**src/dmce_pkg.sv**
```systemverilog
// Package: types, command codes and constants shared by the display command encoder.
`timescale 1ns / 1ps

package dmce_pkg;

    // Number of bytes a command can expand into
    localparam int unsigned MAX_BYTES = 6;

    // Command byte prefixes sent to the display
    localparam logic [7:0] CMD_DIGIT_SEL = 8'hA0;
    localparam logic [7:0] CMD_CLEAR_ALL = 8'hC0;
    localparam logic [7:0] CMD_BRIGHT    = 8'hF0;
    localparam logic [7:0] CMD_SLEEP     = 8'hFF;
    localparam logic [4:0] ROW_MASK      = 5'h1F;

    // Range limits and reset brightness
    localparam logic [2:0] DIGIT_MAX    = 3'd4;
    localparam logic [2:0] LEVEL_MAX    = 3'd6;
    localparam logic [2:0] BRIGHT_RESET = 3'd6;

    typedef enum logic [2:0] {
        ACT_WRITE_GLYPH = 3'd0,
        ACT_CLEAR_DIGIT = 3'd1,
        ACT_CLEAR_ALL   = 3'd2,
        ACT_SET_BRIGHT  = 3'd3,
        ACT_SLEEP       = 3'd4,
        ACT_WAKE        = 3'd5
    } t_action;

    typedef enum logic [1:0] {
        ROT_0   = 2'd0,
        ROT_180 = 2'd1,
        ROT_90  = 2'd2,
        ROT_270 = 2'd3
    } t_rotation;

    // Input item
    typedef struct packed {
        logic [2:0]  action;
        logic [2:0]  digit;
        logic [24:0] bitmap;
        logic [1:0]  rotation;
        logic [2:0]  level;
    } t_cmd_in;

    // Result item
    typedef struct packed {
        logic [7:0] command_byte;
        logic       error;
        logic       last;
    } t_cmd_out;

    // Classified command: byte list handed from front to back
    typedef struct packed {
        logic [MAX_BYTES-1:0][7:0] bytes;
        logic [2:0]                count;
        logic                      error;
    } t_desc;

endpackage

```
**src/dot_matrix_command_encoder.sv**
```systemverilog
// Top level: command encoder for a five-character 5x5 dot-matrix display.
//
//  channel   direction  handshake                     payload
//  command   in         i_cmd_valid / o_cmd_ready     i_cmd  (dmce_pkg::t_cmd_in)
//  byte      out        o_byte_valid / i_byte_ready   o_byte (dmce_pkg::t_cmd_out)
//
// A command is classified in the cycle it is accepted and queued; the back end emits one
// byte per cycle unless the output stalls. A glyph write or digit clear sends 6 bytes,
// clear all 2, and other or out-of-range commands 1. The queue and the output register
// lie between acceptance and the first byte. Two commands can wait in the queue.
// Synchronous active-low reset empties the queue and sets brightness to 6.
// A stalled output holds its byte; the front keeps accepting until the queue fills.
`timescale 1ns / 1ps

module dot_matrix_command_encoder (
    input  logic               i_clk,
    input  logic               i_rst_n,
    input  dmce_pkg::t_cmd_in  i_cmd,
    input  logic               i_cmd_valid,
    output logic               o_cmd_ready,
    output dmce_pkg::t_cmd_out o_byte,
    output logic               o_byte_valid,
    input  logic               i_byte_ready
);

    logic            push;
    logic            q_ready;
    logic            q_valid;
    logic            q_pop;
    dmce_pkg::t_desc push_desc;
    dmce_pkg::t_desc head_desc;

    dmce_front u_front (
        .i_clk       (i_clk),
        .i_rst_n     (i_rst_n),
        .i_cmd       (i_cmd),
        .i_cmd_valid (i_cmd_valid),
        .o_cmd_ready (o_cmd_ready),
        .i_q_ready   (q_ready),
        .o_push      (push),
        .o_desc      (push_desc)
    );

    dmce_queue u_queue (
        .i_clk   (i_clk),
        .i_rst_n (i_rst_n),
        .i_push  (push),
        .i_desc  (push_desc),
        .o_ready (q_ready),
        .i_pop   (q_pop),
        .o_valid (q_valid),
        .o_desc  (head_desc)
    );

    dmce_back u_back (
        .i_clk        (i_clk),
        .i_rst_n      (i_rst_n),
        .i_q_valid    (q_valid),
        .i_q_desc     (head_desc),
        .o_q_pop      (q_pop),
        .o_byte       (o_byte),
        .o_byte_valid (o_byte_valid),
        .i_byte_ready (i_byte_ready)
    );

endmodule

```
**src/dmce_front.sv**
```systemverilog
// Front end: accepts commands, checks ranges, keeps brightness and builds byte lists.
`timescale 1ns / 1ps

module dmce_front (
    input  logic             i_clk,
    input  logic             i_rst_n,
    input  dmce_pkg::t_cmd_in i_cmd,
    input  logic             i_cmd_valid,
    output logic             o_cmd_ready,
    input  logic             i_q_ready,
    output logic             o_push,
    output dmce_pkg::t_desc  o_desc
);

    logic [2:0]      r_bright;
    logic [2:0]      n_bright;
    logic            accept;
    logic            known;
    dmce_pkg::t_desc desc;
    logic [4:0]      pix;
    logic [2:0]      addr;

    assign o_cmd_ready = i_q_ready;
    assign accept      = i_cmd_valid && i_q_ready;

    // Build the byte list for the incoming command
    always_comb begin
        desc  = '0;
        known = 1'b1;
        pix   = '0;
        addr  = '0;
        case (dmce_pkg::t_action'(i_cmd.action))
            dmce_pkg::ACT_WRITE_GLYPH: begin
                if (i_cmd.digit > dmce_pkg::DIGIT_MAX) begin
                    desc.count = 3'd1;
                    desc.error = 1'b1;
                end else begin
                    desc.count    = 3'd6;
                    desc.bytes[0] = dmce_pkg::CMD_DIGIT_SEL | {5'd0, i_cmd.digit};
                    for (int s = 0; s < 5; s++) begin
                        addr = 3'(s);
                        for (int c = 0; c < 5; c++) begin
                            case (dmce_pkg::t_rotation'(i_cmd.rotation))
                                dmce_pkg::ROT_180: pix[c] = i_cmd.bitmap[5*s + 4 - c];
                                dmce_pkg::ROT_90:  pix[c] = i_cmd.bitmap[5*c + 4 - s];
                                dmce_pkg::ROT_270: pix[c] = i_cmd.bitmap[5*(4 - c) + s];
                                default:           pix[c] = i_cmd.bitmap[5*s + c];
                            endcase
                        end
                        if (i_cmd.rotation == dmce_pkg::ROT_180) begin
                            addr = 3'(4 - s);
                        end
                        desc.bytes[s+1] = {addr, pix & dmce_pkg::ROW_MASK};
                    end
                end
            end
            dmce_pkg::ACT_CLEAR_DIGIT: begin
                if (i_cmd.digit > dmce_pkg::DIGIT_MAX) begin
                    desc.count = 3'd1;
                    desc.error = 1'b1;
                end else begin
                    desc.count    = 3'd6;
                    desc.bytes[0] = dmce_pkg::CMD_DIGIT_SEL | {5'd0, i_cmd.digit};
                    for (int s = 0; s < 5; s++) begin
                        desc.bytes[s+1] = {3'(s), 5'd0};
                    end
                end
            end
            dmce_pkg::ACT_CLEAR_ALL: begin
                desc.count    = 3'd2;
                desc.bytes[0] = dmce_pkg::CMD_CLEAR_ALL;
                desc.bytes[1] = dmce_pkg::CMD_BRIGHT | {5'd0, r_bright};
            end
            dmce_pkg::ACT_SET_BRIGHT: begin
                desc.count = 3'd1;
                if (i_cmd.level > dmce_pkg::LEVEL_MAX) begin
                    desc.error = 1'b1;
                end else begin
                    desc.bytes[0] = dmce_pkg::CMD_BRIGHT | {5'd0, i_cmd.level};
                end
            end
            dmce_pkg::ACT_SLEEP: begin
                desc.count    = 3'd1;
                desc.bytes[0] = dmce_pkg::CMD_SLEEP;
            end
            dmce_pkg::ACT_WAKE: begin
                desc.count    = 3'd1;
                desc.bytes[0] = dmce_pkg::CMD_BRIGHT | {5'd0, r_bright};
            end
            default: begin
                // unused action codes are dropped
                known = 1'b0;
            end
        endcase
    end

    assign o_push = accept && known;
    assign o_desc = desc;

    // Update brightness on an in-range set
    always_comb begin
        n_bright = r_bright;
        if (accept && i_cmd.action == dmce_pkg::ACT_SET_BRIGHT
                && i_cmd.level <= dmce_pkg::LEVEL_MAX) begin
            n_bright = i_cmd.level;
        end
    end

    always_ff @(posedge i_clk) begin
        if (!i_rst_n) begin
            r_bright <= dmce_pkg::BRIGHT_RESET;
        end else begin
            r_bright <= n_bright;
        end
    end

endmodule

```
**src/dmce_queue.sv**
```systemverilog
// Two-entry queue of classified commands between front and back.
`timescale 1ns / 1ps

module dmce_queue (
    input  logic            i_clk,
    input  logic            i_rst_n,
    input  logic            i_push,
    input  dmce_pkg::t_desc i_desc,
    output logic            o_ready,
    input  logic            i_pop,
    output logic            o_valid,
    output dmce_pkg::t_desc o_desc
);

    dmce_pkg::t_desc r_mem [2];
    logic            r_wr_ptr;
    logic            r_rd_ptr;
    logic [1:0]      r_count;
    logic            n_wr_ptr;
    logic            n_rd_ptr;
    logic [1:0]      n_count;
    logic            do_push;
    logic            do_pop;

    assign o_ready = (r_count != 2'd2);
    assign o_valid = (r_count != 2'd0);
    assign o_desc  = r_mem[r_rd_ptr];
    assign do_push = i_push && o_ready;
    assign do_pop  = i_pop && o_valid;

    // Advance pointers and occupancy
    always_comb begin
        n_wr_ptr = r_wr_ptr ^ do_push;
        n_rd_ptr = r_rd_ptr ^ do_pop;
        n_count  = r_count;
        if (do_push && !do_pop) begin
            n_count = r_count + 2'd1;
        end else if (do_pop && !do_push) begin
            n_count = r_count - 2'd1;
        end
    end

    always_ff @(posedge i_clk) begin
        if (!i_rst_n) begin
            r_wr_ptr <= 1'b0;
            r_rd_ptr <= 1'b0;
            r_count  <= 2'd0;
        end else begin
            r_wr_ptr <= n_wr_ptr;
            r_rd_ptr <= n_rd_ptr;
            r_count  <= n_count;
        end
    end

    // Store entry data
    always_ff @(posedge i_clk) begin
        if (do_push) begin
            r_mem[r_wr_ptr] <= i_desc;
        end
    end

`ifndef SYNTH
    a_count_range: assert property (@(posedge i_clk) disable iff (!i_rst_n)
        r_count != 2'd3)
        else $error("queue occupancy beyond two entries");
    a_ptr_match: assert property (@(posedge i_clk) disable iff (!i_rst_n)
        (r_count == 2'd0 || r_count == 2'd2) |-> (r_wr_ptr == r_rd_ptr))
        else $error("queue pointers disagree with occupancy");
    a_push_lands: assert property (@(posedge i_clk) disable iff (!i_rst_n)
        (do_push && !do_pop) |=> o_valid)
        else $error("pushed entry not visible");
`endif

endmodule

```
**src/dmce_back.sv**
```systemverilog
// Back end: steps through each byte list and drives the registered result channel.
`timescale 1ns / 1ps

module dmce_back (
    input  logic               i_clk,
    input  logic               i_rst_n,
    input  logic               i_q_valid,
    input  dmce_pkg::t_desc    i_q_desc,
    output logic               o_q_pop,
    output dmce_pkg::t_cmd_out o_byte,
    output logic               o_byte_valid,
    input  logic               i_byte_ready
);

    dmce_pkg::t_desc    r_desc;
    logic [2:0]         r_idx;
    logic               r_busy;
    dmce_pkg::t_cmd_out r_out;
    logic               r_ov;

    dmce_pkg::t_desc    n_desc;
    logic [2:0]         n_idx;
    logic               n_busy;
    dmce_pkg::t_cmd_out n_out;
    logic               n_ov;

    dmce_pkg::t_desc    src_desc;
    logic [2:0]         src_idx;
    logic               src_valid;
    logic               src_last;
    logic               out_free;
    logic               load;
    logic [7:0]         cur_byte;

    // Pick the command in progress, or the queue head when idle
    always_comb begin
        src_desc  = r_busy ? r_desc : i_q_desc;
        src_idx   = r_busy ? r_idx : 3'd0;
        src_valid = r_busy || i_q_valid;
        src_last  = (src_idx == src_desc.count - 3'd1);
        out_free  = !r_ov || i_byte_ready;
        load      = out_free && src_valid;
        case (src_idx)
            3'd0:    cur_byte = src_desc.bytes[0];
            3'd1:    cur_byte = src_desc.bytes[1];
            3'd2:    cur_byte = src_desc.bytes[2];
            3'd3:    cur_byte = src_desc.bytes[3];
            3'd4:    cur_byte = src_desc.bytes[4];
            3'd5:    cur_byte = src_desc.bytes[5];
            default: cur_byte = 8'd0;
        endcase
    end

    assign o_q_pop = load && !r_busy;

    // Advance the sequencer and load the output register
    always_comb begin
        n_desc = r_desc;
        n_idx  = r_idx;
        n_busy = r_busy;
        n_out  = r_out;
        n_ov   = r_ov;
        if (load) begin
            n_busy             = !src_last;
            n_idx              = src_idx + 3'd1;
            n_desc             = src_desc;
            n_out.command_byte = cur_byte;
            n_out.error        = src_desc.error;
            n_out.last         = src_last;
            n_ov               = 1'b1;
        end else if (i_byte_ready) begin
            n_ov = 1'b0;
        end
    end

    always_ff @(posedge i_clk) begin
        if (!i_rst_n) begin
            r_busy <= 1'b0;
            r_ov   <= 1'b0;
        end else begin
            r_busy <= n_busy;
            r_ov   <= n_ov;
        end
    end

    always_ff @(posedge i_clk) begin
        r_desc <= n_desc;
        r_idx  <= n_idx;
        r_out  <= n_out;
    end

    assign o_byte       = r_out;
    assign o_byte_valid = r_ov;

`ifndef SYNTH
    a_busy_idx: assert property (@(posedge i_clk) disable iff (!i_rst_n)
        r_busy |-> (r_idx != 3'd0 && r_idx < r_desc.count))
        else $error("byte index outside the command in progress");
    a_pop_idle: assert property (@(posedge i_clk) disable iff (!i_rst_n)
        o_q_pop |-> !r_busy)
        else $error("queue popped while a command is in progress");
    a_last_ends: assert property (@(posedge i_clk) disable iff (!i_rst_n)
        (load && src_last) |=> (!r_busy && o_byte.last))
        else $error("final byte did not end the command");
    a_err_last: assert property (@(posedge i_clk) disable iff (!i_rst_n)
        (r_ov && o_byte.error) |-> (o_byte.last && o_byte.command_byte == 8'd0))
        else $error("error result is not a single zero byte");
`endif

endmodule
```
**config.mk**
```make
export PLATFORM = sky130hd
export DESIGN_NAME = dot_matrix_command_encoder
export DESIGN_NICKNAME = d
export VERILOG_FILES = /design/src/dmce_pkg.sv /design/src/dot_matrix_command_encoder.sv /design/src/dmce_front.sv /design/src/dmce_queue.sv /design/src/dmce_back.sv
export SDC_FILE = /design/constraint.sdc
export NUM_CORES = 1
export LEC_CHECK = 0
export ABC_AREA = 1
export BUFFER_PORTS_ARGS = -buffer_cell sky130_fd_sc_hd__buf_4
export CAP_MARGIN = 30
export CORE_ASPECT_RATIO = 0.7
export CORE_MARGIN = 8
export CORE_UTILIZATION = 40
export DETAILED_ROUTE_END_ITERATION = 7
export PLACE_DENSITY = 0.62
export SLEW_MARGIN = 20
export SYNTH_ARGS = -nofsm -noshare
export SYNTH_HDL_FRONTEND = slang
export SYNTH_SLANG_ARGS = --single-unit
```
**constraint.sdc**
```tcl
create_clock -name i_clk -period 6.42 [get_ports i_clk]
set_input_delay 0.321 -clock i_clk [delete_from_list [all_inputs] [get_ports i_clk]]
set_output_delay 0.321 -clock i_clk [all_outputs]
set_load 0.01 [all_outputs]
```
==> results by group <==
Logic synthesis
  – Synth unique cells: 43
  – Syn. warnings: 0
  – Most numerous cell in the Yosys netlist: nand2_1
  – Post-synth EDFFs: 148
  – Post-Synth Adder-Cell Area: 2.315%
  – Mux share of post-synthesis cell area: 0.7937%
  – Syn Area/Cell: 10.67 um2
  – Largest cells by area after synthesis: edfxtp_1 59%, nand2_1 8.2%, a21oi_1 5.1%
  – Main combinational cell family by area after synthesis: simple AND/OR/NAND/NOR gates
  – Synthesized cell area: 7567 um2
  – XOR/XNOR Fraction of Synth Area: 0%
  – Compound-gate portion of the synthesized area: 12.71%
  – Post-synthesis register bit count: 158
  – Post-synth ARST share: 0%
  – Simple logic cell fraction of the synthesized area: 16.44%
  – Synth area leader: edfxtp_1
  – Synth top area share: 58.73%
  – Syn nets: 763
  – Gate Count Post-Synth: 709
  – Part of the Yosys area used for sequential elements: 61.38%
  – Post-synth top cells: 165 x nand2_1, 148 x edfxtp_1, 77 x a21oi_1
  – Ys flop type: edfxtp_1

Floorplanning
  – Die extent in y: 131.1 um
  – Row count: 42
  – Die area: 23,650 um2
  – Initial cell density of the core: 40.45%
  – Die X: 180.4 um
  – Top Ports: 52
  – Core area: 18,710 um2

Setup path
  – Crit path max fanout: 36
  – R2R depth: 13
  – WS Path Type: flop to flop
  – Req. time, crit path: 6.61 ns
  – Slowest cell on the critical path: dfxtp_1
  – Crit. End Element: flop
  – Startpoint class of the critical path: flop
  – Crit path DAT: 2.82 ns
  – Most Frequent Cell on Critical Path: nand2_1
  – Buffers & Inverters on Critical Path: 5
  – Reg2reg end: u_back.o_byte[0]
  – CP delay by family, top: buffers and inverters
  – R2R setup slack: 3.78 ns
  – Max stage delay on crit path: 0.62 ns
  – Cell Chain, Critical Path: buf_4 -> inv_4 -> o211ai_1 -> o21ai_1 -> inv_1 -> ha_1 -> inv_1 -> nand2_1 -> nand2_1 -> nand3_1 -> nand2_1 -> nand2_1 -> inv_1

Clock tree
  – Worst-Skew Late Latency: 0.43 ns
  – Max clock buf depth: 2
  – TritonCTS clock tree: done
  – Postcts setup bufs: 0
  – Post-cts hold buffer count: 0
  – Post_cts resized: 0
  – CTS buffer count: 17
  – # H-tree levels: 4
  – Root Driver: clkbuf_16
  – Clock slew at reported path FFs: 0.06 ns
  – Clock sink count: 158

Detailed routing
  – Met3 routed WL: 1.428 mm
  – M1 wire length: 8.994 mm
  – DRT antenna net count: 0
  – First drt pass iteration count: 5
  – Drt initial violations: 577
  – WL/cell: 17.80 um
  – Drt total wl: 17.89 mm
  – Routed vias: 5,340
  – Vias per inst: 5.313
  – Top sig layer: met4
  – Met2 WL: 7.344 mm
  – # DRC: 0

Power
  – PwrDens: 451.0 nW/um2
  – Leak Pwr: 3.379 nW
  – Worst IR Drop VDD: 208.2 uV

Worst hold path
  – Hold Crit Start: i_cmd[2]
  – Min-Delay Endpoint: u_front.r_bright[2]
  – Hold path depth: 3
  – Worst hold path class: primary input to flop

STA
  – Final period utilization: 41.06%
  – Final max-slew violation count: 0
  – Worst-Margin Slew: 0.8483 ns
  – Tmin final: 2.636 ns
  – Final setup viols: 0
  – RSZ-0062 raised after global routing: false
  – Achievable frequency: 379.4 MHz
  – Slew margin rel.: 43.45%
  – Clock Skew: 0.009066 ns
  – Final setup TNS: 0 ns
  – Final Hold Vio Count: 0

Placement
  – Placed inst area: 8053 um2
  – RePlAce Congestion: 0.8430
  – Hpwl dp: 12.34 mm
  – Number of port buffers: 51

Cells and area
  – Synthesis-to-layout area growth: 14.32%
  – # fillers: 1,746
  – Share of layout cells above drive strength 1: 17.56%
  – Antenna fix cells: 0
  – Final instance area: 8651 um2
  – Final net count: 804

Global routing
  – Overall global routing resource usage: 15.44%
  – Number of global-route vias before repair: 5,079
  – Grt ovf: 0
  – First-pass GRT wire length: 28.28 mm
  – Antenna violations before repair: 0
  – Largest net degree at the start of global routing: 66

Status
  – Status: complete, no violations

Job
  – Max-Cap Viols: 0
[cells by family after synthesis]
family | count (synthesis)
AND/OR/NAND/NOR | 288
flip-flops | 158
AO/OA/AOI/OAI | 151
buffers and inverters | 92
adder cells (fa/ha/maj) | 14
multiplexers | 6
[report_power, final]
part           total, W  switching, W  internal [W]  leakage (nW)
sequential      0.00173      0.000144       0.00159          1.51
clock           0.00102      0.000438      0.000584         0.284
combinational   0.00115      0.000797      0.000350          1.59
[final cells by class]
class / instances / area [um2] / area share, %
Inverter: 58 / 225.2 / 2.603
Clock buffer: 17 / 425.4 / 4.918
Timing Repair Buffer: 56 / 432.9 / 5.004
Multi-Input combinational cell: 459 / 2446 / 28.28
Tap cell: 242 / 302.8 / 3.500
Sequential cell: 158 / 4646 / 53.70
Clock inverter: 15 / 172.7 / 1.996
[tightest hold or removal path: stages]
cell	delay (ns)
buf_4	0.09
nand2_1	0.05
nand3_1	0.07
[cells in the final DEF (no fill, tap or decap), drive strengths merged, types with 3 or more instances in the layout]
cell type	instances
a211oi	3
a21oi	88
a221oi	4
a311oi	5
a31oi	3
buf	56
clkbuf	17
clkinv	3
clkinvlp	3
dfxtp	10
edfxtp	148
ha	14
inv	65
mux2i	6
nand2	166
nand3	24
nand4	9
nor2	79
nor3	6
o2111ai	3
o211ai	5
o21ai	30
o221ai	5
or2	4
[state kept, by name, summed over array words and instances, names as in the netlist, named ones only]
register             count
u_back.o_byte           10
u_back.o_byte_valid      1
u_back.r_busy            1
u_back.r_desc           51
u_back.r_idx             3
u_front.r_bright         3
u_queue.r_count          2
u_queue.r_mem           84
u_queue.r_rd_ptr         1
u_queue.r_wr_ptr         1
[worst max-delay path by stage]
stage	startpoint	end	slack, ns	depth (start not counted)
CTS	flop	u_back.o_byte[0]	3.77	13
global placement	flop	u_back.o_byte[0]	3.86	13
detailed placement	flop	u_back.o_byte[0]	3.78	13
global route	flop	u_back.r_busy	3.49	14
floorplan	u_back.r_busy	u_queue.r_count[1]	3.71	9
finish	flop	u_back.o_byte[0]	3.78	13
[per-stage QoR]
step                utilization [%]  setup WS [ns]  instances  total power, W  hold WS (ns)
floorplan                         -          3.711        709        0.002570        0.4056
global placement              42.94          3.863        972        0.002888        0.4623
detailed placement            43.04          3.783        973        0.002898        0.4751
CTS                           46.24          3.769       1005        0.003926        0.1219
global route                  46.24          3.486       1005        0.004125        0.1362
finish                        46.24          3.784       1005        0.003901        0.1350
[per-layer routing]
metal,track usage [%],vias up
li1,-,2563
met1,23.05,2541
met2,21.41,225
met3,4.543,11
met4,3.828,0
met5,0,-
Power figures use the tool's default switching activity.
